===== config.mk =====
export PLATFORM = sky130hd
export DESIGN_NAME = pidfd_csr_flat
export DESIGN_NICKNAME = d
export VERILOG_FILES = /design/src/rtl/pidfd_pkg.sv /design/src/rtl/pidfd_if.sv /design/src/rtl/pidfd_csr.sv /design/src/flat_wrapper.sv
export SDC_FILE = /design/constraint.sdc
export NUM_CORES = 1
export LEC_CHECK = 0
export BUFFER_PORTS_ARGS = -buffer_cell sky130_fd_sc_hd__buf_2
export CAP_MARGIN = 20
export CELL_PAD_IN_SITES_DETAIL_PLACEMENT = 1
export CELL_PAD_IN_SITES_GLOBAL_PLACEMENT = 1
export CORE_MARGIN = 2
export CORE_UTILIZATION = 39
export CTS_CLUSTER_DIAMETER = 100
export DETAILED_ROUTE_END_ITERATION = 6
export PLACE_DENSITY_LB_ADDON = 0.25
export SLEW_MARGIN = 20
export SYNTH_ARGS = -nofsm -noshare
export SYNTH_HDL_FRONTEND = slang
export SYNTH_SLANG_ARGS = --single-unit

===== constraint.sdc =====
create_clock -name clock -period 2.6 [get_ports clock]
set_input_delay 0 -clock clock [delete_from_list [all_inputs] [get_ports clock]]
set_output_delay 0 -clock clock [all_outputs]
set_load 0.05 [all_outputs]

===== src/rtl/pidfd_pkg.sv =====
// shared constants, codes and types of the filtered-derivative pid controller
`default_nettype none

package pidfd_pkg;

   // data formats
   localparam int DATA_W     = 32;
   localparam int FRAC_W     = 16;
   localparam int ILIM_W     = 31;
   localparam int DT_W       = 24;
   localparam int DT_FRAC    = 24;
   localparam int ALPHA_W    = 17;
   localparam int ALPHA_FRAC = 16;
   localparam logic [ALPHA_W-1:0] ALPHA_ONE = ALPHA_W'(1) << ALPHA_FRAC;

   // request op codes
   localparam logic OP_UPDATE = 1'b0;
   localparam logic OP_CLEAR  = 1'b1;

   // register map
   localparam int CSR_ADDR_W = 3;
   localparam logic [CSR_ADDR_W-1:0] REG_KP     = 3'd0;
   localparam logic [CSR_ADDR_W-1:0] REG_KI     = 3'd1;
   localparam logic [CSR_ADDR_W-1:0] REG_KD     = 3'd2;
   localparam logic [CSR_ADDR_W-1:0] REG_ILIMIT = 3'd3;
   localparam logic [CSR_ADDR_W-1:0] REG_DT     = 3'd4;
   localparam logic [CSR_ADDR_W-1:0] REG_INVDT  = 3'd5;
   localparam logic [CSR_ADDR_W-1:0] REG_ALPHA  = 3'd6;

   // multiplier operand selection
   localparam int SEL_W = 3;
   localparam logic [SEL_W-1:0] MUL_NONE = 3'd0;
   localparam logic [SEL_W-1:0] MUL_KIE  = 3'd1;
   localparam logic [SEL_W-1:0] MUL_RAW  = 3'd2;
   localparam logic [SEL_W-1:0] MUL_IHI  = 3'd3;
   localparam logic [SEL_W-1:0] MUL_FILT = 3'd4;
   localparam logic [SEL_W-1:0] MUL_ILO  = 3'd5;
   localparam logic [SEL_W-1:0] MUL_KD   = 3'd6;
   localparam logic [SEL_W-1:0] MUL_KP   = 3'd7;

   // product post-processing selection
   localparam logic [SEL_W-1:0] POST_NONE   = 3'd0;
   localparam logic [SEL_W-1:0] POST_KIE    = 3'd1;
   localparam logic [SEL_W-1:0] POST_RDIFF  = 3'd2;
   localparam logic [SEL_W-1:0] POST_ACC_HI = 3'd3;
   localparam logic [SEL_W-1:0] POST_FILT   = 3'd4;
   localparam logic [SEL_W-1:0] POST_ACC_LO = 3'd5;
   localparam logic [SEL_W-1:0] POST_DT_INC = 3'd6;
   localparam logic [SEL_W-1:0] POST_PI     = 3'd7;

   // configuration register file contents
   typedef struct packed {
      logic signed [DATA_W-1:0] kp;
      logic signed [DATA_W-1:0] ki;
      logic signed [DATA_W-1:0] kd;
      logic [ILIM_W-1:0]        i_limit;
      logic [DT_W-1:0]          dt;
      logic [DATA_W-1:0]        inv_dt;
      logic [ALPHA_W-1:0]       d_alpha;
   } cfg_type;

   // controller to datapath commands
   typedef struct packed {
      logic             load;
      logic             clear;
      logic [SEL_W-1:0] mul_sel;
      logic [SEL_W-1:0] post_sel;
      logic             out_load;
   } cmd_type;

endpackage

`default_nettype wire


===== src/rtl/pidfd_if.sv =====
// request, response and register write channel interfaces
`default_nettype none


interface pidfd_csr_if;
   import pidfd_pkg::*;
   logic                  valid;
   logic                  ready;
   logic [CSR_ADDR_W-1:0] addr;
   logic [DATA_W-1:0]     wdata;
   modport source (output valid, addr, wdata, input ready);
   modport sink   (input valid, addr, wdata, output ready);
endinterface

`default_nettype wire


===== src/rtl/pidfd_csr.sv =====
// configuration register file with write channel
`default_nettype none

module pidfd_csr (
   input  logic                clock,
   input  logic                reset,
   pidfd_csr_if.sink           csr_ch,
   output pidfd_pkg::cfg_type  cfg
);
   import pidfd_pkg::*;

   cfg_type            cfg_ff;
   cfg_type            cfg_in;
   logic               wr_en;
   logic [ALPHA_W-1:0] alpha_wr;

   // writes are always taken
   assign csr_ch.ready = 1'b1;
   assign wr_en        = csr_ch.valid;
   assign alpha_wr     = csr_ch.wdata[ALPHA_W-1:0];

   // register write decode
   always_comb begin
      cfg_in = cfg_ff;
      if (wr_en) begin
         case (csr_ch.addr)
            REG_KP:     cfg_in.kp      = csr_ch.wdata;
            REG_KI:     cfg_in.ki      = csr_ch.wdata;
            REG_KD:     cfg_in.kd      = csr_ch.wdata;
            REG_ILIMIT: cfg_in.i_limit = csr_ch.wdata[ILIM_W-1:0];
            REG_DT:     cfg_in.dt      = csr_ch.wdata[DT_W-1:0];
            REG_INVDT:  cfg_in.inv_dt  = csr_ch.wdata;
            // filter factor saturates at one
            REG_ALPHA:  cfg_in.d_alpha = (alpha_wr > ALPHA_ONE) ? ALPHA_ONE : alpha_wr;
            default: begin
            end
         endcase
      end
   end

   always_ff @(posedge clock) begin
      if (reset) begin
         cfg_ff.kp      <= '0;
         cfg_ff.ki      <= '0;
         cfg_ff.kd      <= '0;
         cfg_ff.i_limit <= '1;
         cfg_ff.dt      <= '0;
         cfg_ff.inv_dt  <= '0;
         cfg_ff.d_alpha <= ALPHA_ONE;
      end else begin
         cfg_ff <= cfg_in;
      end
   end

   assign cfg = cfg_ff;

endmodule

`default_nettype wire


===== src/flat_wrapper.sv =====
// flat-port wrapper written by rule: the top's interface ports become plain ports
module pidfd_csr_flat import pidfd_pkg::*;
  (clock, reset, cfg, csr_ch_valid, csr_ch_addr, csr_ch_wdata, csr_ch_ready);
  pidfd_csr_if csr_ch_i ();
  input  logic clock;
  input  logic reset;
  output pidfd_pkg::cfg_type cfg;
  input wire logic [$bits(csr_ch_i.valid)-1:0] csr_ch_valid;
  input wire logic [$bits(csr_ch_i.addr)-1:0] csr_ch_addr;
  input wire logic [$bits(csr_ch_i.wdata)-1:0] csr_ch_wdata;
  output wire logic [$bits(csr_ch_i.ready)-1:0] csr_ch_ready;
  assign csr_ch_i.valid = csr_ch_valid;
  assign csr_ch_i.addr = csr_ch_addr;
  assign csr_ch_i.wdata = csr_ch_wdata;
  assign csr_ch_ready = csr_ch_i.ready;
  pidfd_csr u_core (.clock(clock), .reset(reset), .csr_ch(csr_ch_i), .cfg(cfg));
endmodule

# Yosys cells after proc, flatten, opt, wreduce, memory -nomap -nowiden
# Index checks and enable logic that the tools add are counted.
[totals]
ff_bits = 200
in_bits = 38
out_inout_bits = 201
[op_classes]
n_lt_le_gt_ge = 1
n_eq_ne = 6
n_mux = 1
reduce_logical = 8
[op_table]
columns = ["op", "n"]
rows = [
  ["17-bit greater-than comparator (second input constant)", 1],
  ["17-bit 2-to-1 mux", 1],
  ["2-bit AND reduction", 7],
  ["3-bit equality test (second input constant)", 3],
  ["3-bit by 2-bit equality test with 1-bit output (second input constant)", 2],
  ["3-bit by 1-bit equality test with 1-bit output (second input constant)", 1],
  ["3-bit logical NOT", 1],
]

# Depth between registers and ports, before layout
[depth]
depth_word = 2
ltp_mapped = 6
ltp_nobuf = 3

# Worst setup path after synthesis
# Ideal clock, no wire load.
[synth_timing]
kind = "input -> register"
startpoint = "in csr_ch_addr[0]"
endpoint = "reg u_core.cfg_ff (netlist bit u_core.cfg[189])"
setup_ns = 0.142
t_arrival_ns = 1.022
required_ns = 2.458
setup_slack_ns = 1.437
stages = 6
n_path_buf = 3
cell_sequence = "buf_2 > or4b_1 > buf_2 > buf_6 > nand2_2 > a21oi_2"
[synth_between]
elab_chain_len = 2
[synth_lines]
columns = ["element", "line_no", "text"]
rows = [
  ["from (decl)", "flat_wrapper.sv:9", "input wire logic [$bits(csr_ch_i.addr)-1:0] csr_ch_addr;"],
  ["3-bit logical NOT", "pidfd_csr.sv:26", "case (csr_ch.addr)"],
  ["2-bit AND reduction (no line)", "n/a", ""],
  ["to (signal assigned)", "pidfd_csr.sv:51", "cfg_ff <= cfg_in;"],
  ["to (decl)", "pidfd_csr.sv:12", "cfg_type cfg_ff;"],
]
# No other way between the ends.
# A chain may end at the register's enable or synchronous reset.

# Worst setup path in the final report
[layout_timing]
startpoint = "in csr_ch_wdata[16]"
endpoint = "reg u_core.cfg_ff (netlist bit u_core.cfg[2])"
[layout_between]
elab_chain_len = 2
[layout_lines]
columns = ["element", "line_no", "text"]
rows = [
  ["from (decl)", "flat_wrapper.sv:10", "input wire logic [$bits(csr_ch_i.wdata)-1:0] csr_ch_wdata;"],
  ["17-bit greater-than comparator", "pidfd_csr.sv:34", "REG_ALPHA: cfg_in.d_alpha = (alpha_wr > ALPHA_ONE) ? ALPHA_ONE : alpha_wr;"],
  ["17-bit 2-to-1 mux", "pidfd_csr.sv:34", ""],
]
# No other way between the ends.

==> run_results.csv <==
group,metric,value,unit
sta,period_needed,1.33,ns
sta,clock.fmax,752,MHz
worst_setup_path,r2r_cells,2,
drt,wire_per_inst,18.8,µm
layout,largest_reg_flops,200,
drt,met2_length,11900,µm
sta,rsz0062_at_grt,"no",
drt,wirelength,24900,µm
drt,vias,6717,
synthesis,synth.area.top_cells,"dfxtp_1 (56%), nand2_1 (19%), a21oi_1 (10%), nand3b_1 (3.2%), a32o_1 (2.3%)",
worst_setup_path,cp.required,2.93,ns
power,peakVddDrop,0.468,mV
synthesis,postSynthNetCount,892,
placed_design,dp.cells,1261,
layout,final_cell_mix,"nand2_1 (354), buf_2 (236), dfxtp_1 (200), a21oi_1 (142), dlygate4sd3_1 (33)",
layout,area_growth,30.9,%
layout,final_cells,1326,
synthesis,ys_types,23,
floorplanning,dieArea,0.0193,mm²
synthesis,yosys.area.top_type,"dfxtp_1",
run,drv_cap,0,
layout,diodes,0,
drt,drc,0,
layout,drive_gt1_frac,0.283,
cts,cts.sinks,200,
worst_setup_path,worstReg2RegEnd,"u_core.cfg[133]$_SDFFE_PP0P_",
layout,nNetsFinal,1122,
floorplanning,ios,239,
worst_setup_path,criticalPathCategory,"input port to flop",
placed_design,port_buffers,237,
floorplanning,die_w,139,µm
worst_setup_path,r2r-start,"u_core.cfg[133]$_SDFFE_PP0P_",
layout,final_area,0.00930,mm²
cts,cts_root_buf,"clkbuf_16",
sta,tns,0,ns
sta,setup_viol,0,
synthesis,synth_seq_cells,200,
cts,clk_latency,0.44,ns
cts,cts_buffers,17,
global_routing,grt_pass1_wl,38800,µm
run_status,status,"finished, final reports clean",
global_routing,overflow,0,
drt,vias_per_cell,5.07,
placed_design,gp_congestion,0.791,
drt,highest-signal-layer,"met4",
floorplanning,rows,49,
floorplanning,core-area,0.0179,mm²
power,power.leakage,3.98,nW
worst_hold_path,worstHoldEndpoint,"u_core.cfg[16]$_SDFFE_PP1P_",
worst_hold_path,hold_class,"input port to flop",
power,total_power,6.51,mW
worst_setup_path,end_kind,"flop",
layout,fill_cells,2227,
sta,finalHoldViolCount,0,
cts,htree_levels,4,
drt,drtPass1Iterations,4,
drt,first_iter_violations,284,
worst_setup_path,arrival,1.66,ns
placed_design,post_dp_cell_area,0.00839,mm²
power,p_per_area,700,mW/mm²
floorplanning,die_h,139,µm
worst_setup_path,startpoint_type,"input port",
cts,clkTransAtPathRegs,0.07,ns
layout,final_common_cell,"nand2_1",
layout,fin_util,0.520,
cts,cts_hold_repair.buffers,33,
sta,fin_worst_skew,0,ns
global_routing,grt_antenna_before_repair,0,
cts,cts_buffer_depth,2,
global_routing,grt_usage,0.256,
synthesis,syn_area,0.00710,mm²
worst_hold_path,hp-start,"csr_ch_valid",
drt,wl_met1,11000,µm
worst_setup_path,critical_path.max_fanout,18,
sta,post-route-period-util,0.511,
synthesis,yosysWarnings,0,
synthesis,synth.avg_cell_area,8.32,µm²
drt,met3WireLength,1430,µm
cts,post-cts-setup-buffers,0,
sta,relSlewSlack,0.415,
global_routing,grt_max_degree,138,
cts,post_cts_resized,0,
sta,slew_violations,0,
synthesis,seq_area_frac_synth,0.564,
synthesis,syn_inst,854,
placed_design,dp_hpwl,15900,µm
worst_setup_path,ff2ff_setup_slack,1.92,ns
sta,worst_pin_slew,0.878,ns
floorplanning,start_util,0.397,
worst_hold_path,hold_depth,3,
cts,tritoncts,"done",
synthesis,yosysTopAreaCellShare,0.564,
global_routing,grt_pass1_vias,6833,
drt,ant_nets,0,
==> worst max-delay path by stage <==
stage | slack, ns | start | end
after global placement | 0.87 | csr_ch_addr[0] | u_core.cfg[12]$_SDFFE_PP0P_
final | 1.27 | csr_ch_wdata[16] | u_core.cfg[2]$_SDFFE_PP0P_
after CTS | 0.96 | reset | u_core.cfg[14]$_SDFFE_PP0P_
after global routing | 1.19 | reset | u_core.cfg[141]$_SDFFE_PP0P_
after floorplan | 1.44 | csr_ch_addr[0] | u_core.cfg[189]$_SDFFE_PP0P_
after detailed placement | 0.78 | csr_ch_addr[0] | u_core.cfg[7]$_SDFFE_PP0P_
==> cell usage after synthesis <==
master / count
nand2_1: 354
dfxtp_1: 200
a21oi_1: 142
clkbuf_1: 37
nand3b_1: 30
buf_2: 29
a32o_1: 16
a21oi_2: 10
nand2_2: 10
buf_6: 4
nand4b_1: 3
nand4bb_1: 3
nor2_1: 3
a211o_1: 2
and4b_1: 2
nor4bb_1: 2
and4bb_2: 1
buf_4: 1
clkinv_1: 1
conb_1: 1
nor2b_1: 1
nor4b_4: 1
or4b_1: 1
==> layer usage <==
metal  global-route usage  vias to the layer above
met2                0.428                      189
met1                0.325                     3251
met4               0.0914                        0
li1                     -                     3240
met3               0.0608                       37
met5                    0                        -
==> cell type report <==
| class | count | area, µm² | area share |
|---|---|---|---|
| timing repair buffer | 282 | 1630 | 0.175 |
| clock inverter | 14 | 140 | 0.0151 |
| multi-input combinational | 582 | 2800 | 0.301 |
| tap | 229 | 287 | 0.0308 |
| sequential | 200 | 4000 | 0.430 |
| inverter | 1 | 3.75 | 0.000403 |
| clock buffer | 18 | 439 | 0.0472 |
==> worst max-delay path: stages <==
cell and delay, ns:
dlygate4sd3_1 0.52, buf_2 0.19, clkinv_1 0.48, a32o_1 0.45
==> logic make-up after synthesis <==
group / after synthesis / synth area share
and+or+nand+nor: 411 / 0.251
buffers and inverters: 72 / 0.0479
DFF: 200 / 0.564
other: 1 / 0.000528
AOI/OAI and AO/OA: 170 / 0.137
==> power breakdown <==
| group | total, mW | switching [mW] | internal, mW |
|---|---|---|---|
| Sequential | 3.17 | 0.0343 | 3.13 |
| Clock | 2.64 | 1.27 | 1.37 |
| Combinational | 0.708 | 0.532 | 0.176 |
| Total | 6.51 | 1.83 | 4.68 |
==> through the flow <==
| step | setup slack [ns] | hold slack, ns |
|---|---|---|
| finish | 1.27 | 0.157 |
| floorplan | 1.44 | 0.121 |
| CTS | 0.958 | 0.114 |
| detailed placement | 0.783 | 0.294 |
| global placement | 0.871 | 0.286 |
| global route | 1.19 | 0.192 |
(Power assumes the default switching activity.)
