[config.mk]
export PLATFORM = sky130hd
export DESIGN_NAME = pidfd_ctrl
export DESIGN_NICKNAME = d
export VERILOG_FILES = /design/src/rtl/pidfd_pkg.sv /design/src/rtl/pidfd_ctrl.sv
export SDC_FILE = /design/constraint.sdc
export NUM_CORES = 1
export LEC_CHECK = 0
export ABC_AREA = 0
export BUFFER_PORTS_ARGS = -buffer_cell sky130_fd_sc_hd__buf_2
export CORE_AREA = 5 5 42 44
export CTS_BUF_LIST = sky130_fd_sc_hd__clkbuf_4 sky130_fd_sc_hd__clkbuf_8
export DETAILED_ROUTE_END_ITERATION = 16
export DIE_AREA = 0 0 47 49
export PLACE_DENSITY = 0.59
export REMOVE_ABC_BUFFERS = 1
export SYNTH_ARGS = -nofsm -noshare
export SYNTH_HDL_FRONTEND = slang
export SYNTH_SLANG_ARGS = --single-unit
export TNS_END_PERCENT = 50
[constraint.sdc]
create_clock -name clock -period 0.91 [get_ports clock]
set_input_delay 0.091 -clock clock [delete_from_list [all_inputs] [get_ports clock]]
set_output_delay 0.091 -clock clock [all_outputs]
set_load 0.005 [all_outputs]
[src/rtl/pidfd_pkg.sv]
// shared constants, codes and types of the filtered-derivative pid controller
`default_nettype none

package pidfd_pkg;

   // data formats
   localparam int DATA_W     = 32;
   localparam int FRAC_W     = 16;
   localparam int ILIM_W     = 31;
   localparam int DT_W       = 24;
   localparam int DT_FRAC    = 24;
   localparam int ALPHA_W    = 17;
   localparam int ALPHA_FRAC = 16;
   localparam logic [ALPHA_W-1:0] ALPHA_ONE = ALPHA_W'(1) << ALPHA_FRAC;

   // request op codes
   localparam logic OP_UPDATE = 1'b0;
   localparam logic OP_CLEAR  = 1'b1;

   // register map
   localparam int CSR_ADDR_W = 3;
   localparam logic [CSR_ADDR_W-1:0] REG_KP     = 3'd0;
   localparam logic [CSR_ADDR_W-1:0] REG_KI     = 3'd1;
   localparam logic [CSR_ADDR_W-1:0] REG_KD     = 3'd2;
   localparam logic [CSR_ADDR_W-1:0] REG_ILIMIT = 3'd3;
   localparam logic [CSR_ADDR_W-1:0] REG_DT     = 3'd4;
   localparam logic [CSR_ADDR_W-1:0] REG_INVDT  = 3'd5;
   localparam logic [CSR_ADDR_W-1:0] REG_ALPHA  = 3'd6;

   // multiplier operand selection
   localparam int SEL_W = 3;
   localparam logic [SEL_W-1:0] MUL_NONE = 3'd0;
   localparam logic [SEL_W-1:0] MUL_KIE  = 3'd1;
   localparam logic [SEL_W-1:0] MUL_RAW  = 3'd2;
   localparam logic [SEL_W-1:0] MUL_IHI  = 3'd3;
   localparam logic [SEL_W-1:0] MUL_FILT = 3'd4;
   localparam logic [SEL_W-1:0] MUL_ILO  = 3'd5;
   localparam logic [SEL_W-1:0] MUL_KD   = 3'd6;
   localparam logic [SEL_W-1:0] MUL_KP   = 3'd7;

   // product post-processing selection
   localparam logic [SEL_W-1:0] POST_NONE   = 3'd0;
   localparam logic [SEL_W-1:0] POST_KIE    = 3'd1;
   localparam logic [SEL_W-1:0] POST_RDIFF  = 3'd2;
   localparam logic [SEL_W-1:0] POST_ACC_HI = 3'd3;
   localparam logic [SEL_W-1:0] POST_FILT   = 3'd4;
   localparam logic [SEL_W-1:0] POST_ACC_LO = 3'd5;
   localparam logic [SEL_W-1:0] POST_DT_INC = 3'd6;
   localparam logic [SEL_W-1:0] POST_PI     = 3'd7;

   // configuration register file contents
   typedef struct packed {
      logic signed [DATA_W-1:0] kp;
      logic signed [DATA_W-1:0] ki;
      logic signed [DATA_W-1:0] kd;
      logic [ILIM_W-1:0]        i_limit;
      logic [DT_W-1:0]          dt;
      logic [DATA_W-1:0]        inv_dt;
      logic [ALPHA_W-1:0]       d_alpha;
   } cfg_type;

   // controller to datapath commands
   typedef struct packed {
      logic             load;
      logic             clear;
      logic [SEL_W-1:0] mul_sel;
      logic [SEL_W-1:0] post_sel;
      logic             out_load;
   } cmd_type;

endpackage

`default_nettype wire

[src/rtl/pidfd_ctrl.sv]
// sequencer that steps the shared multiplier through one update
`default_nettype none

module pidfd_ctrl (
   input  logic               clock,
   input  logic               reset,
   input  logic               req_valid,
   input  logic               req_op,
   output logic               req_ready,
   output logic               rsp_valid,
   input  logic               rsp_ready,
   output pidfd_pkg::cmd_type cmd
);
   import pidfd_pkg::*;

   localparam int ST_W = 4;
   localparam logic [ST_W-1:0] S_IDLE = 4'd0;
   localparam logic [ST_W-1:0] S_KIE  = 4'd1;
   localparam logic [ST_W-1:0] S_RAW  = 4'd2;
   localparam logic [ST_W-1:0] S_IHI  = 4'd3;
   localparam logic [ST_W-1:0] S_FILT = 4'd4;
   localparam logic [ST_W-1:0] S_ILO  = 4'd5;
   localparam logic [ST_W-1:0] S_KD   = 4'd6;
   localparam logic [ST_W-1:0] S_KP   = 4'd7;
   localparam logic [ST_W-1:0] S_PI   = 4'd8;
   localparam logic [ST_W-1:0] S_OUT  = 4'd9;

   logic [ST_W-1:0] state_ff;
   logic [ST_W-1:0] state_in;
   logic            rsp_valid_ff;
   logic            rsp_valid_in;
   logic            out_free;

   // result register can take a new result
   assign out_free = !rsp_valid_ff || rsp_ready;

   // step sequence and commands
   always_comb begin
      state_in     = state_ff;
      cmd.load     = 1'b0;
      cmd.clear    = 1'b0;
      cmd.mul_sel  = MUL_NONE;
      cmd.post_sel = POST_NONE;
      cmd.out_load = 1'b0;
      case (state_ff)
         S_IDLE: begin
            if (req_valid) begin
               if (req_op == OP_CLEAR) begin
                  cmd.clear = 1'b1;
                  state_in  = S_OUT;
               end else begin
                  cmd.load = 1'b1;
                  state_in = S_KIE;
               end
            end
         end
         S_KIE: begin
            cmd.mul_sel = MUL_KIE;
            state_in    = S_RAW;
         end
         S_RAW: begin
            cmd.mul_sel  = MUL_RAW;
            cmd.post_sel = POST_KIE;
            state_in     = S_IHI;
         end
         S_IHI: begin
            cmd.mul_sel  = MUL_IHI;
            cmd.post_sel = POST_RDIFF;
            state_in     = S_FILT;
         end
         S_FILT: begin
            cmd.mul_sel  = MUL_FILT;
            cmd.post_sel = POST_ACC_HI;
            state_in     = S_ILO;
         end
         S_ILO: begin
            cmd.mul_sel  = MUL_ILO;
            cmd.post_sel = POST_FILT;
            state_in     = S_KD;
         end
         S_KD: begin
            cmd.mul_sel  = MUL_KD;
            cmd.post_sel = POST_ACC_LO;
            state_in     = S_KP;
         end
         S_KP: begin
            cmd.mul_sel  = MUL_KP;
            cmd.post_sel = POST_DT_INC;
            state_in     = S_PI;
         end
         S_PI: begin
            cmd.post_sel = POST_PI;
            state_in     = S_OUT;
         end
         S_OUT: begin
            if (out_free) begin
               cmd.out_load = 1'b1;
               state_in     = S_IDLE;
            end
         end
         default: begin
            state_in = S_IDLE;
         end
      endcase
   end

   // result valid flag
   always_comb begin
      rsp_valid_in = rsp_valid_ff;
      if (cmd.out_load) begin
         rsp_valid_in = 1'b1;
      end else if (rsp_ready) begin
         rsp_valid_in = 1'b0;
      end
   end

   always_ff @(posedge clock) begin
      if (reset) begin
         state_ff     <= S_IDLE;
         rsp_valid_ff <= 1'b0;
      end else begin
         state_ff     <= state_in;
         rsp_valid_ff <= rsp_valid_in;
      end
   end

   assign req_ready = (state_ff == S_IDLE);
   assign rsp_valid = rsp_valid_ff;

endmodule

`default_nettype wire

==> After elaboration in Yosys (flattened, before gate mapping) <==
Cells that the tools add are included.
{ "classes": {"n_shift": 0, "magnitude_cmp": 0, "n_mux": 14, "n_addsub": 0, "n_bitwise": 0, "div": 0, "n_reduce_logical": 5, "multipliers": 0, "n_eq_ne": 11} }
{ "op_table": {"columns": ["operator", "count"], "rows": [
  ["3-bit one-hot mux with 7 select lines", 2],
  ["4-bit one-hot mux with 10 select lines", 1],
  ["4-bit by 3-bit == test with 1-bit output (second input constant)", 4],
  ["4-bit two-way mux", 3],
  ["4-bit by 2-bit == test with 1-bit output (second input constant)", 2],
  ["4-bit == test (second input constant)", 2],
  ["1-bit two-way mux", 6],
  ["4-bit by 1-bit == test with 1-bit output (second input constant)", 1],
  ["4-bit logical NOT", 1],
  ["2-bit two-way mux", 2],
  ["2-bit inequality test (second input constant)", 2],
  ["2-bit AND reduction", 1],
  ["2-bit nonzero test", 1],
  ["1-bit logical NOT", 1],
  ["1-bit logical OR", 1]
]} }
{ "totals": {"wordCells": 32, "input_bits": 5, "latchBits": 0, "register_bits": 5, "ramBits": 0, "out_inout_bits": 11, "rom_bits": 0, "n_memories": 0} }

==> Logic depth before layout (Yosys ltp) <==
{ "depth": {"ltp_word": 5, "mapped_depth": 4} }

==> Worst setup path after synthesis <==
Ideal clock, no wire load.
{ "synth_path": {"kind": "register to register", "from": "reg state_ff[1]", "to": "reg state_ff[0]", "path_slack_ns": -0.050, "arrival_time_ns": 0.844, "required_ns": 0.794, "n_path_buf": 1, "period_less_slack_ns": 0.960, "stages_incl_launch_ff": 5, "path_cell_list": "dfxtp_1 -> buf_2 -> nor3_2 -> nor2_1 -> o211a_1"} }
{ "synth_between": {"elab_chain_len": 3, "elab_cells_between_ends": 14, "classes_between": "eq/ne (11); mux (1); reduce/logical (2)"} }
{ "synth_lines": {"columns": ["element", "line", "text"], "rows": [
  ["start, declared", "pidfd_ctrl.sv:28", "logic [ST_W-1:0] state_ff;"],
  ["start signal, assigned", "pidfd_ctrl.sv:122", "state_ff <= state_in;"],
  ["4-bit == test or 4-bit logical NOT (tied branches)", "pidfd_ctrl.sv:45", "case (state_ff)"],
  ["2-bit inequality test (no source line)", null, null],
  ["2-bit AND reduction (no source line)", null, null]
]} }
Parallel ways exist; a longest one is shown, timed or not.
A chain may end at the register's enable or synchronous reset.

==> run metrics <==
Die Width around 47 um; routed wire length 1100 um; TritonRoute pass-1 iters 3; cell row count 14; number of DRC markers in iteration 0 2; Remaining Overflow, GRT 0; Port-buffer cells 15; clock tree from TritonCTS built; worst hold path startpoint reset; remaining antenna violation count after routing 0; largest net degree at the start of global routing 13; number of antenna violations at the first check in global routing 0; Total Nets Final 83; power density normalized to cell area around 1700 nW/um2; highest fanout seen on the critical path 5; transition time at the pin with the least slew margin slightly above 0.2 ns; type of origin of the critical path register; endpoints failing setup 14; Final Hold Violating Endpoints 0; area growth from synthesis to layout 82.5%; unique cell type count in the Yosys netlist 27; Die Ht approximately 50 um; Clock H-tree levels 1; crit path launch state_ff[1]; detailed-route via count roughly 440; max capacitance violation total 0; setup repair after global routing missed its margin yes; vias per cell 4.69; failing checks negative setup slack; total of warnings raised by yosys 0; DPL Wire Length ~730 um; I/O pin count 16; wire length of the first global-routing pass 1610 um; area enclosed by the die boundary roughly 2300 um2; category of the worst setup path capture point output pin; diodes inserted 0; number of non-filler instances in the completed layout 93; clk slew on worst S/H paths ~0.04 ns; total CTS buffers 3; vias in the first global route between 300 and 400; Worst slew margin 86.2%; effective utilization at floorplan 28.1%; total power consumption of the routed design between 1 and 1.5 mW; type of the most critical hold path in2reg; arrival time worst endpoint roughly 1.1 ns; worst supply voltage drop on vdd 0.000910 V; master cell of the clock root buffer clkbuf_4; total global-route track usage 9.58%; maximum clock skew at final layout between 0.003 and 0.004 ns; maximum clock path buffer count 2; number of flip-flops and latches in the synthesized netlist 5; number of max-slew violations in the final report 0; filler cell count in the final layout roughly 130; cell area after synthesis approximately 390 um2; leakage power between 0.3 and 0.4 nW; mean routed wirelength per cell 11.8 um; final worst path period share 135%; Worst Path Class, Setup reg2out; sequential-to-total area share from yosys stat between 20% and 30%; worst-skew pair later-pin latency 0.24 ns; minimum clock period ~1.2 ns; Core ar. roughly 1400 um2; routability-driven placement congestion ratio around 0.73; launch instance of the worst register-to-register path state_ff[1]; layout cells sized above 1 roughly 73%; synthesized netlist cell count 43; mean instance size in the synthesized netlist 9.17 um2; worst-case setup margin in the final layout -0.321 ns; Data required, critical path just over 0.8 ns; number of cells in the design after placement 82; # DRC 0; outcome finished with violations; TritonCTS sink count 5; achievable frequency 0.812 GHz
==> what timing repair did <==
| action | CTS | global route |
|---|---|---|
| endpoints found under the setup margin | 15 | 14 |
| hold buffers | 0 | 0 |
| cloned | 0 | 0 |
| gates resized for setup | 18 | 8 |
| buffers inserted | 3 | 4 |
| pin swaps | 9 | 5 |
==> worst paths after layout <==
kind                 endpoint  cells past startpoint  slack, ns
setup / recovery       cmd[2]                      5      -0.32
hold / removal    state_ff[3]                      2       0.08
setup reg to reg  state_ff[0]                      5      -0.24
hold reg to reg     rsp_valid                      2       0.57
==> state kept, by name (all words and copies together) (netlist names) <==
| name | count |
|---|---|
| rsp_valid | 1 |
| state_ff | 4 |
==> layer usage <==
layer  wire length (um)  part of all wire (%)  global-route usage (%)
met4                  0                     0                    2.76
met1                461                    42                    12.3
met2                570                    52                    14.0
met3                 70                   6.4                    4.43
met5                  0                     0                       0
==> cell type report <==
type	instances	area, um2	share of cell area [%]
Sequential cell	5	115	16.0
Timing Repair Buffer	35	246	34.3
Multi-Input combinational cell	33	308	42.8
Tap cell	16	20.0	2.78
Clock buffer	4	30.0	4.17
==> cell families (layout without fill, tap and decap cells) <==
logic type | count (synthesis) | after routing | share of synthesized area, %
simple gates | 21 | 21 | 42.2
flops | 5 | 5 | 25.4
compound gates | 10 | 10 | 17.1
buf+inv | 5 | 39 | 10.8
xor+xnor | 2 | 2 | 4.45
==> worst max-delay path, stage by stage, from the launching register on <==
cell	delay, ns
dfxtp_4	0.38
buf_6	0.12
nand2_2	0.05
a21boi_1	0.12
o21ai_1	0.11
buf_2	0.12
==> per-stage QoR <==
stage	area [um2]	util [%]	setup slack, ns	hold slack (ns)	TNS, ns
detailed placement	544	38.8	-0.236	0.346	-2.44
CTS	658	47.0	-0.337	0.0805	-2.98
global placement	544	38.8	-0.244	0.337	-2.19
floorplan	352	-	-0.208	0.153	-0.706
global route	719	51.3	-0.423	0.0699	-4.27
finish	719	51.3	-0.321	0.0846	-3.23
==> cells in the final DEF (no fill, tap or decap) <==
| cell type | count |
|---|---|
| buf_4 | 16 |
| buf_2 | 14 |
| buf_6 | 5 |
| clkbuf_4 | 4 |
| dfxtp_4 | 4 |
| nor2b_4 | 2 |
| nor3_4 | 2 |
| nand2_1 | 2 |
| nor2_1 | 2 |
| o21ai_1 | 2 |
| nor3_1 | 2 |
| a21oi_1 | 2 |
| nand4bb_4 | 1 |
| nand2b_1 | 1 |
| nor2b_1 | 1 |
| nor4_4 | 1 |
| o21ai_2 | 1 |
| nor2b_2 | 1 |
| and4b_1 | 1 |
| nand2_2 | 1 |
| a21boi_1 | 1 |
| nor3b_2 | 1 |
| and4bb_1 | 1 |
| xnor2_1 | 1 |
| o211a_1 | 1 |
| xor2_2 | 1 |
| nor3_2 | 1 |
| nand3_1 | 1 |
| a21o_1 | 1 |
| a2bb2oi_1 | 1 |
| a21oi_2 | 1 |
| dfxtp_1 | 1 |
==> power by group <==
part	switching [mW]	total, mW	leakage [nW]	internal [mW]
clock network	0.0859	0.281	0.0184	0.195
registers	0.0685	0.322	0.0437	0.253
logic	0.223	0.596	0.282	0.374
total	0.377	1.20	0.344	0.822
==> Yosys cell counts <==
cell type | number | share of area, %
nand2_2 | 1 | 1.6
and4b_1 | 1 | 2.5
o211a_1 | 1 | 2.5
nand3_1 | 1 | 1.3
nand2b_1 | 1 | 1.6
a2bb2oi_1 | 1 | 2.2
xor2_1 | 1 | 2.2
buf_4 | 2 | 3.8
o21ai_0 | 1 | 1.3
nand4bb_4 | 1 | 7.0
a21oi_2 | 1 | 2.2
nor3b_2 | 1 | 3.2
buf_2 | 1 | 1.3
a21oi_1 | 2 | 2.5
nor2_1 | 2 | 1.9
a21o_1 | 1 | 1.9
and4bb_1 | 1 | 3.2
o21ai_1 | 2 | 2.5
nor4_1 | 1 | 1.6
a21boi_1 | 1 | 1.9
nor3_1 | 2 | 2.5
nand2_1 | 2 | 1.9
nor2b_1 | 4 | 6.3
xnor2_1 | 1 | 2.2
buf_6 | 2 | 5.7
nor3_2 | 3 | 7.6
dfxtp_1 | 5 | 25
No activity file was read; power rests on OpenSTA's default activity.
