`src/rtl/pidfd_pkg.sv`:
```
// shared constants, codes and types of the filtered-derivative pid controller
`default_nettype none

package pidfd_pkg;

   // data formats
   localparam int DATA_W     = 32;
   localparam int FRAC_W     = 16;
   localparam int ILIM_W     = 31;
   localparam int DT_W       = 24;
   localparam int DT_FRAC    = 24;
   localparam int ALPHA_W    = 17;
   localparam int ALPHA_FRAC = 16;
   localparam logic [ALPHA_W-1:0] ALPHA_ONE = ALPHA_W'(1) << ALPHA_FRAC;

   // request op codes
   localparam logic OP_UPDATE = 1'b0;
   localparam logic OP_CLEAR  = 1'b1;

   // register map
   localparam int CSR_ADDR_W = 3;
   localparam logic [CSR_ADDR_W-1:0] REG_KP     = 3'd0;
   localparam logic [CSR_ADDR_W-1:0] REG_KI     = 3'd1;
   localparam logic [CSR_ADDR_W-1:0] REG_KD     = 3'd2;
   localparam logic [CSR_ADDR_W-1:0] REG_ILIMIT = 3'd3;
   localparam logic [CSR_ADDR_W-1:0] REG_DT     = 3'd4;
   localparam logic [CSR_ADDR_W-1:0] REG_INVDT  = 3'd5;
   localparam logic [CSR_ADDR_W-1:0] REG_ALPHA  = 3'd6;

   // multiplier operand selection
   localparam int SEL_W = 3;
   localparam logic [SEL_W-1:0] MUL_NONE = 3'd0;
   localparam logic [SEL_W-1:0] MUL_KIE  = 3'd1;
   localparam logic [SEL_W-1:0] MUL_RAW  = 3'd2;
   localparam logic [SEL_W-1:0] MUL_IHI  = 3'd3;
   localparam logic [SEL_W-1:0] MUL_FILT = 3'd4;
   localparam logic [SEL_W-1:0] MUL_ILO  = 3'd5;
   localparam logic [SEL_W-1:0] MUL_KD   = 3'd6;
   localparam logic [SEL_W-1:0] MUL_KP   = 3'd7;

   // product post-processing selection
   localparam logic [SEL_W-1:0] POST_NONE   = 3'd0;
   localparam logic [SEL_W-1:0] POST_KIE    = 3'd1;
   localparam logic [SEL_W-1:0] POST_RDIFF  = 3'd2;
   localparam logic [SEL_W-1:0] POST_ACC_HI = 3'd3;
   localparam logic [SEL_W-1:0] POST_FILT   = 3'd4;
   localparam logic [SEL_W-1:0] POST_ACC_LO = 3'd5;
   localparam logic [SEL_W-1:0] POST_DT_INC = 3'd6;
   localparam logic [SEL_W-1:0] POST_PI     = 3'd7;

   // configuration register file contents
   typedef struct packed {
      logic signed [DATA_W-1:0] kp;
      logic signed [DATA_W-1:0] ki;
      logic signed [DATA_W-1:0] kd;
      logic [ILIM_W-1:0]        i_limit;
      logic [DT_W-1:0]          dt;
      logic [DATA_W-1:0]        inv_dt;
      logic [ALPHA_W-1:0]       d_alpha;
   } cfg_type;

   // controller to datapath commands
   typedef struct packed {
      logic             load;
      logic             clear;
      logic [SEL_W-1:0] mul_sel;
      logic [SEL_W-1:0] post_sel;
      logic             out_load;
   } cmd_type;

endpackage

`default_nettype wire

```
`src/rtl/pidfd_dp.sv`:
```
// datapath: shared multiplier, loop state and result register
`default_nettype none

module pidfd_dp (
   input  logic                            clock,
   input  logic                            reset,
   input  pidfd_pkg::cfg_type              cfg,
   input  pidfd_pkg::cmd_type              cmd,
   input  logic signed [pidfd_pkg::DATA_W-1:0] req_error,
   output logic signed [pidfd_pkg::DATA_W-1:0] drive,
   output logic signed [pidfd_pkg::DATA_W-1:0] p_term,
   output logic signed [pidfd_pkg::DATA_W-1:0] i_term,
   output logic signed [pidfd_pkg::DATA_W-1:0] d_term
);
   import pidfd_pkg::*;

   localparam int MUL_W  = DATA_W + 1;
   localparam int PROD_W = 2 * MUL_W;
   localparam int ACC_W  = PROD_W + DATA_W;
   localparam int INC_SH = FRAC_W + DT_FRAC;
   localparam logic signed [DATA_W-1:0] DW_MAX = {1'b0, {(DATA_W-1){1'b1}}};
   localparam logic signed [DATA_W-1:0] DW_MIN = {1'b1, {(DATA_W-1){1'b0}}};

   typedef logic signed [ACC_W-1:0] wide_type;

   // saturate a wide signed value to the data range
   function automatic logic signed [DATA_W-1:0] sat_dw(input wide_type v);
      logic [ACC_W-DATA_W:0] upper;
      upper = v[ACC_W-1:DATA_W-1];
      if ((&upper) || !(|upper)) begin
         sat_dw = v[DATA_W-1:0];
      end else if (v[ACC_W-1]) begin
         sat_dw = DW_MIN;
      end else begin
         sat_dw = DW_MAX;
      end
   endfunction

   logic signed [DATA_W-1:0] e_ff, e_in;
   logic signed [MUL_W-1:0]  diff_ff, diff_in;
   logic signed [PROD_W-1:0] mul_ff, mul_in;
   logic signed [DATA_W-1:0] kie_hi_ff, kie_hi_in;
   logic [DATA_W-1:0]        kie_lo_ff, kie_lo_in;
   logic signed [MUL_W-1:0]  rdiff_ff, rdiff_in;
   wide_type                 acc_ff, acc_in;
   logic signed [DATA_W-1:0] inc_ff, inc_in;
   logic signed [DATA_W-1:0] fd_ff, fd_in;
   logic signed [DATA_W-1:0] last_e_ff, last_e_in;
   logic signed [DATA_W-1:0] int_ff, int_in;
   logic signed [DATA_W-1:0] p_ff, p_in;
   logic signed [DATA_W-1:0] dterm_ff, dterm_in;
   logic signed [DATA_W-1:0] out_drive_ff, out_drive_in;
   logic signed [DATA_W-1:0] out_p_ff, out_p_in;
   logic signed [DATA_W-1:0] out_i_ff, out_i_in;
   logic signed [DATA_W-1:0] out_d_ff, out_d_in;

   logic signed [MUL_W-1:0]  mul_a;
   logic signed [MUL_W-1:0]  mul_b;
   logic signed [DATA_W-1:0] prod_q;
   logic signed [DATA_W:0]   int_sum;
   logic signed [DATA_W:0]   lim_pos;
   logic signed [DATA_W:0]   lim_neg;

   // multiplier operand selection
   always_comb begin
      case (cmd.mul_sel)
         MUL_KIE: begin
            mul_a = MUL_W'($signed(cfg.ki));
            mul_b = MUL_W'(e_ff);
         end
         MUL_RAW: begin
            mul_a = diff_ff;
            mul_b = $signed({1'b0, cfg.inv_dt});
         end
         MUL_IHI: begin
            mul_a = MUL_W'(kie_hi_ff);
            mul_b = $signed(MUL_W'(cfg.dt));
         end
         MUL_FILT: begin
            mul_a = rdiff_ff;
            mul_b = $signed(MUL_W'(cfg.d_alpha));
         end
         MUL_ILO: begin
            mul_a = $signed({1'b0, kie_lo_ff});
            mul_b = $signed(MUL_W'(cfg.dt));
         end
         MUL_KD: begin
            mul_a = MUL_W'($signed(cfg.kd));
            mul_b = MUL_W'(fd_ff);
         end
         MUL_KP: begin
            mul_a = MUL_W'($signed(cfg.kp));
            mul_b = MUL_W'(e_ff);
         end
         default: begin
            mul_a = '0;
            mul_b = '0;
         end
      endcase
   end

   // q16.16 product scaled back and saturated
   assign prod_q = sat_dw(wide_type'(mul_ff) >>> FRAC_W);

   // integrator clamp bounds
   assign int_sum = (DATA_W+1)'(int_ff) + (DATA_W+1)'(inc_ff);
   assign lim_pos = $signed({2'b00, cfg.i_limit});
   assign lim_neg = -lim_pos;

   // next values of the datapath registers
   always_comb begin
      e_in         = e_ff;
      diff_in      = diff_ff;
      mul_in       = mul_ff;
      kie_hi_in    = kie_hi_ff;
      kie_lo_in    = kie_lo_ff;
      rdiff_in     = rdiff_ff;
      acc_in       = acc_ff;
      inc_in       = inc_ff;
      fd_in        = fd_ff;
      last_e_in    = last_e_ff;
      int_in       = int_ff;
      p_in         = p_ff;
      dterm_in     = dterm_ff;
      out_drive_in = out_drive_ff;
      out_p_in     = out_p_ff;
      out_i_in     = out_i_ff;
      out_d_in     = out_d_ff;

      // new error sample and its difference to the last one
      if (cmd.load) begin
         e_in    = req_error;
         diff_in = MUL_W'(req_error) - MUL_W'(last_e_ff);
      end

      // shared multiplier
      if (cmd.mul_sel != MUL_NONE) begin
         mul_in = mul_a * mul_b;
      end

      // product post-processing
      case (cmd.post_sel)
         POST_KIE: begin
            kie_hi_in = mul_ff[2*DATA_W-1:DATA_W];
            kie_lo_in = mul_ff[DATA_W-1:0];
         end
         POST_RDIFF: begin
            rdiff_in = MUL_W'(prod_q) - MUL_W'(fd_ff);
         end
         POST_ACC_HI: begin
            acc_in = wide_type'(mul_ff) <<< DATA_W;
         end
         POST_FILT: begin
            fd_in     = sat_dw(wide_type'(fd_ff) + wide_type'(prod_q));
            last_e_in = e_ff;
         end
         POST_ACC_LO: begin
            acc_in = acc_ff + wide_type'(mul_ff);
         end
         POST_DT_INC: begin
            dterm_in = prod_q;
            inc_in   = sat_dw(acc_ff >>> INC_SH);
         end
         POST_PI: begin
            p_in = prod_q;
            if (int_sum > lim_pos) begin
               int_in = DATA_W'(lim_pos);
            end else if (int_sum < lim_neg) begin
               int_in = DATA_W'(lim_neg);
            end else begin
               int_in = DATA_W'(int_sum);
            end
         end
         default: begin
         end
      endcase

      // clear zeroes the loop state and the terms
      if (cmd.clear) begin
         fd_in     = '0;
         last_e_in = '0;
         int_in    = '0;
         p_in      = '0;
         dterm_in  = '0;
      end

      // result register
      if (cmd.out_load) begin
         out_drive_in = sat_dw(wide_type'(p_ff) + wide_type'(int_ff) + wide_type'(dterm_ff));
         out_p_in     = p_ff;
         out_i_in     = int_ff;
         out_d_in     = dterm_ff;
      end
   end

   // loop state
   always_ff @(posedge clock) begin
      if (reset) begin
         fd_ff     <= '0;
         last_e_ff <= '0;
         int_ff    <= '0;
      end else begin
         fd_ff     <= fd_in;
         last_e_ff <= last_e_in;
         int_ff    <= int_in;
      end
   end

   // working and result registers
   always_ff @(posedge clock) begin
      e_ff         <= e_in;
      diff_ff      <= diff_in;
      mul_ff       <= mul_in;
      kie_hi_ff    <= kie_hi_in;
      kie_lo_ff    <= kie_lo_in;
      rdiff_ff     <= rdiff_in;
      acc_ff       <= acc_in;
      inc_ff       <= inc_in;
      p_ff         <= p_in;
      dterm_ff     <= dterm_in;
      out_drive_ff <= out_drive_in;
      out_p_ff     <= out_p_in;
      out_i_ff     <= out_i_in;
      out_d_ff     <= out_d_in;
   end

   assign drive  = out_drive_ff;
   assign p_term = out_p_ff;
   assign i_term = out_i_ff;
   assign d_term = out_d_ff;

endmodule

`default_nettype wire

```
`config.mk`:
```
export PLATFORM = sky130hd
export DESIGN_NAME = pidfd_dp
export DESIGN_NICKNAME = d
export VERILOG_FILES = /design/src/rtl/pidfd_pkg.sv /design/src/rtl/pidfd_dp.sv
export SDC_FILE = /design/constraint.sdc
export NUM_CORES = 2
export LEC_CHECK = 0
export BUFFER_PORTS_ARGS = -buffer_cell sky130_fd_sc_hd__buf_2
export CORE_ASPECT_RATIO = 0.5
export CORE_MARGIN = 10
export CORE_UTILIZATION = 55
export CTS_BUF_LIST = sky130_fd_sc_hd__clkbuf_4 sky130_fd_sc_hd__clkbuf_8 sky130_fd_sc_hd__clkbuf_16
export DETAILED_ROUTE_END_ITERATION = 10
export HOLD_SLACK_MARGIN = 0.05
export PLACE_DENSITY = 0.73
export REMOVE_ABC_BUFFERS = 1
export SYNTH_ARGS = -nofsm -noshare
export SYNTH_HDL_FRONTEND = slang
export SYNTH_SLANG_ARGS = --single-unit
```
`constraint.sdc`:
```
create_clock -name clock -period 17.25 [get_ports clock]
set_input_delay 0.8625 -clock clock [delete_from_list [all_inputs] [get_ports clock]]
set_output_delay 0.8625 -clock clock [all_outputs]
set_load 0.05 [all_outputs]
```
# [Word-level counts from Yosys, hierarchy flattened]
# Cells that the tools add are included.
[totals] n_memories=0 latchBits=0 out_inout_bits=128 reg_bits=646 word_cells=76 ramBits=0 mem_bits_ro=0 input_bits=243
[op_classes] muxes=13 shift=0 bitwise=0 multipliers=1 n_eq_ne=14 order_cmp=2 reduce_logical=21 addsub=8 div=0
[ops] op="$mux W32" count=10
[ops] op="$pmux W33 S7" count=1
[ops] op="$pmux W98 S2" count=1
[ops] op="$pmux W33 S5" count=1
[ops] op="$reduce_and A67 Y1" count=2
[ops] op="$reduce_or A67 Y1" count=2
[ops] op="$add A32 B32 Y33" count=3
[ops] op="$add A98 B66 Y98" count=1
[ops] op="$mul A33 B33 Y66" count=1
[ops] op="$sub A32 B32 Y33" count=2
[ops] op="$add A33 B32 Y34" count=1
[ops] op="$gt A33 B32 Y1" count=1
[ops] op="$lt A33 B33 Y1" count=1
[ops] op="$neg A31 Y33" count=1
[ops] op="$reduce_and A27 Y1" count=1
[ops] op="$reduce_or A27 Y1" count=1
[ops] op="$eq A3 B3 Y1 const B" count=8
[ops] op="$reduce_and A19 Y1" count=1
[ops] op="$reduce_or A19 Y1" count=1
[ops] op="$eq A3 B2 Y1 const B" count=4
[ops] op="$eq A3 B1 Y1 const B" count=2
[ops] op="$reduce_or A2 Y1" count=3
[ops] op="$logic_not A1 Y1" count=4
[ops] op="$logic_or A1 B1 Y1" count=4
[ops] op="other kinds (2)" count=2

# [Depth between registers and ports, before layout]
[depth] depth_word=9 depth_mapped=39 depth_no_buf=35

# [Worst setup path before layout]
# No wires, ideal clock.
[synth_path] path_type="input to register" start="input port cmd[4] in the netlist's numbering" end="register mul_ff[57] (data pin)" path_slack_ps=6890 path_buffers=6 setup_ps=260 arrival_ps=10100 t_required_ps=16990 cell_stages=34 cell_sequence="clkbuf_1 clkbuf_1 buf_1 buf_2 clkbuf_1 a221oi_1 a31oi_1 clkbuf_1 nand2_1 fa_1 inv_1 fa_1 fa_1 fa_1 inv_1 fa_1 inv_1 fa_1 fa_1 inv_1 fa_1 inv_1 ha_1 nor2b_1 o21ai_0 nand2b_1 a21o_1 a21oi_1 nor2b_1 a211oi_1 o21ai_1 a21o_1 a21oi_1 xnor2_1"
[synth_between] elab_chain_cells=4 word_cells_on_any_way=12 classes_between="mul: 1; eq/ne: 7; mux: 2; reduce/logical: 2"
[synth_lines] item="from (decl)" line="pidfd_dp.sv:8" rtl="input pidfd_pkg::cmd_type cmd,"
[synth_lines] item="$eq A3 B3 Y1 (tied with other cells)" line="pidfd_dp.sv:66" rtl="case (cmd.mul_sel)"
[synth_lines] item="$reduce_or A2 Y1 (no line)"
[synth_lines] item="$pmux W33 S5" line="pidfd_dp.sv:66"
[synth_lines] item="$mul A33 B33 Y66 (*)" line="pidfd_dp.sv:138" rtl="mul_in = mul_a * mul_b;"
[synth_lines] item="to (signal assigned)" line="pidfd_dp.sv:213" rtl="mul_ff <= mul_in;"
[synth_lines] item="to (decl)" line="pidfd_dp.sv:41" rtl="logic signed [PROD_W-1:0] mul_ff, mul_in;"
# Every way passes the cells marked *; elsewhere a longest branch is shown, timed or not.
# A chain may end at the register's enable or synchronous reset.

# [Worst setup path after layout]
[layout_path] start="input port cmd[6] in the netlist's numbering" end="register mul_ff[64] (data pin)"
# The elaborated chain is that of the path after synthesis.

==> impl_metrics.env <==
export IMPL_outcome="complete, no violations"
export IMPL_cap_violations=0
export IMPL_synth_warnings=0
export IMPL_cts_resized=0
export IMPL_slowest_delay_ps=950
export IMPL_wl_met1_um=104000
export IMPL_synth_area_um2=79600
export IMPL_clock_fmax_mhz=82.5
export IMPL_cts_made_buffers=71
export IMPL_coreArea_um2=143000
export IMPL_fin_nets=10700
export IMPL_track_usage=0.346
export IMPL_portBuffers=370
export IMPL_layout_commonest_cell="inv_1"
export IMPL_cp_required_ps=17650
export IMPL_fin_setup_tns_ps=0
export IMPL_io_pins=371
export IMPL_nFillCells=12200
export IMPL_hold_depth=1
export IMPL_ant_nets=0
export IMPL_ys_flop_type="edfxtp_1"
export IMPL_post_drt_wl_per_cell_um=26.6
export IMPL_clock_root_buffer="clkbuf_16"
export IMPL_drive_gt1_frac=0.0944
export IMPL_grt_pass1_wl_um=417000
export IMPL_grt_overflow=0
export IMPL_whs_endpoint="e_ff[22]$_DFFE_PP_"
export IMPL_grt_max_degree=96
export IMPL_clock_latency_ps=710
export IMPL_ys_seq_area_frac=0.224
export IMPL_clock_sinks=646
export IMPL_r2r_cells=28
export IMPL_dp_cells=10500
export IMPL_fp_dieW_um=558
export IMPL_rows=98
export IMPL_clk_path_buf_depth=3
export IMPL_met2_length_um=120000
export IMPL_setup_viol=0
export IMPL_cts_setup_buffers=0
export IMPL_drt_iter0_markers=8152
export IMPL_drc_errors=0
export IMPL_dieHeight_um=289
export IMPL_min_path_type="input pin to flip-flop"
export IMPL_cts_hold_fix_buffers=0
export IMPL_crit_top_cell="fa_1"
export IMPL_final_hold_violation_count=0
export IMPL_period_minus_slack_ps=12120
export IMPL_finalCritPeriodShare=0.703
export IMPL_syn_avg_cell_area_um2=9.31
export IMPL_crit_type="input pin to flip-flop"
export IMPL_critical_path_endpoint_type="flip-flop"
export IMPL_critPathMaxFanout=37
export IMPL_tightestPinTransition_ps=1450
export IMPL_r2r_start="fd_ff[8]$_SDFFE_PP0N_"
export IMPL_skew_ps=58.4
export IMPL_dp_hpwl_um=218000
export IMPL_r2r_end="mul_ff[64]$_DFFE_PP_"
export IMPL_met3WireLength_um=39200
export IMPL_viasPerCell=6.17
export IMPL_arrival_ps=12520
export IMPL_synth_enable_flop_cells=486
export IMPL_antenna_found_initial=37
export IMPL_critical_path_top_delay_family="adder cells"
export IMPL_whs_ps=365
export IMPL_maxSlewHeadroom=0.0316
export IMPL_ys_ff_latch=646
export IMPL_postSynth_asyncResetShare=0
export IMPL_clk_pin_slew_ps=60
export IMPL_ys_types=97
export IMPL_drt_wl_total_um=285000
export IMPL_htreeDepth=3
export IMPL_syn_instance_count=8542
export IMPL_rsz0062_at_grt="no"
export IMPL_grt_pass1_vias=65300
export IMPL_routabilityCongestion=1.02
export IMPL_slowest_stage="nor2_1"
export IMPL_die_area_um2=161000
export IMPL_cts_tree="yes"
export IMPL_critPathBufInv=9
export IMPL_layoutNonFillerInstCount=10700
export IMPL_final_cell_mix="inv_1 (1,461), fa_1 (1,183), nand2_1 (1,064), nor2_1 (774), ha_1 (538)"
export IMPL_maxSlewViolCount=0
export IMPL_reg2reg_slack_ps=6490
export IMPL_drt_pass1_iter_count=10
export IMPL_start_util=0.555
export IMPL_worstHoldStart="req_error[22]"
export IMPL_vias=65900
export IMPL_area_delta_synth_final_pct=8.36
export IMPL_top_layer="met5"
export IMPL_cp_start_kind="input pin"
[cells in the mapped netlist, drive strengths merged (55+ instances only)]
master,n,share of area
nor2,780,0.037
nand3,86,0.0054
ha,538,0.085
inv,1461,0.069
nor3,74,0.0048
a211oi,90,0.0085
xor2,89,0.0098
a21oi,411,0.026
and2,55,0.0043
edfxtp,486,0.18
o21bai,58,0.0055
clkbuf,360,0.017
fa,1183,0.30
o21ai,330,0.021
dfxtp,160,0.040
xnor2,233,0.026
nand4,79,0.0063
mux2i,74,0.0095
a21o,168,0.016
nand2,1066,0.050
[final cells by class]
class,instances,area (µm²),area share
timing repair buffer,493,2790,0.0323
multi-input combinational,6031,55100,0.640
sequential,646,17800,0.206
clock inverter,49,657,0.00762
inverter,1465,5500,0.0638
antenna,20,50.0,0.000581
clock buffer,83,1890,0.0219
tap,1900,2380,0.0276
[cells by family (layout without fill, tap and decap cells)]
group	Yosys count	count (layout)	share of synthesized area
other	0	20	0
DFF	646	646	0.224
xor gates and xnor gates	322	322	0.0355
adders and majority gates	1721	1721	0.382
muxes	133	133	0.0197
buffers and inverters	1865	2090	0.0884
and+or+nand+nor	2367	2367	0.127
AOI/OAI and AO/OA	1488	1488	0.124
[routing by layer]
metal / GRT usage / up-vias
met2: 0.511 / 4254
met5: 0 / -
met3: 0.123 / 1151
met1: 0.439 / 32300
li1: - / 28100
met4: 0.207 / 20
[worst max-delay path by stage]
| stage | from | cells past startpoint | slack [ps] | endpoint |
|---|---|---|---|---|
| 2_1_floorplan | cmd[6] | 31 | 5600 | mul_ff[57]$_DFFE_PP_ |
| 3_3_place_gp | cmd[6] | 34 | 5210 | mul_ff[62]$_DFFE_PP_ |
| 3_5_place_dp | cmd[6] | 34 | 4920 | mul_ff[64]$_DFFE_PP_ |
| 4_1_cts | cmd[6] | 34 | 5610 | mul_ff[64]$_DFFE_PP_ |
| 5_1_grt | cmd[6] | 34 | 4830 | mul_ff[64]$_DFFE_PP_ |
| 6_report | cmd[6] | 34 | 5130 | mul_ff[64]$_DFFE_PP_ |
[stage by stage]
stage	util	instance area [µm²]	setup WS (ps)
6_report	0.602	86200	5130
3_5_place_dp	0.584	83600	4920
2_1_floorplan	-	78000	5600
4_1_cts	0.602	86200	5610
5_1_grt	0.602	86200	4830
3_3_place_gp	0.584	83600	5210
[sequential cells by signal, summed over array words and instances (netlist names), 33 cells and up]
signal,flops
diff_ff,33
acc_ff,98
rdiff_ff,33
mul_ff,66
Power is not shown: default switching activity piles up to over one toggle a cycle in this logic, so the estimate is an artifact.
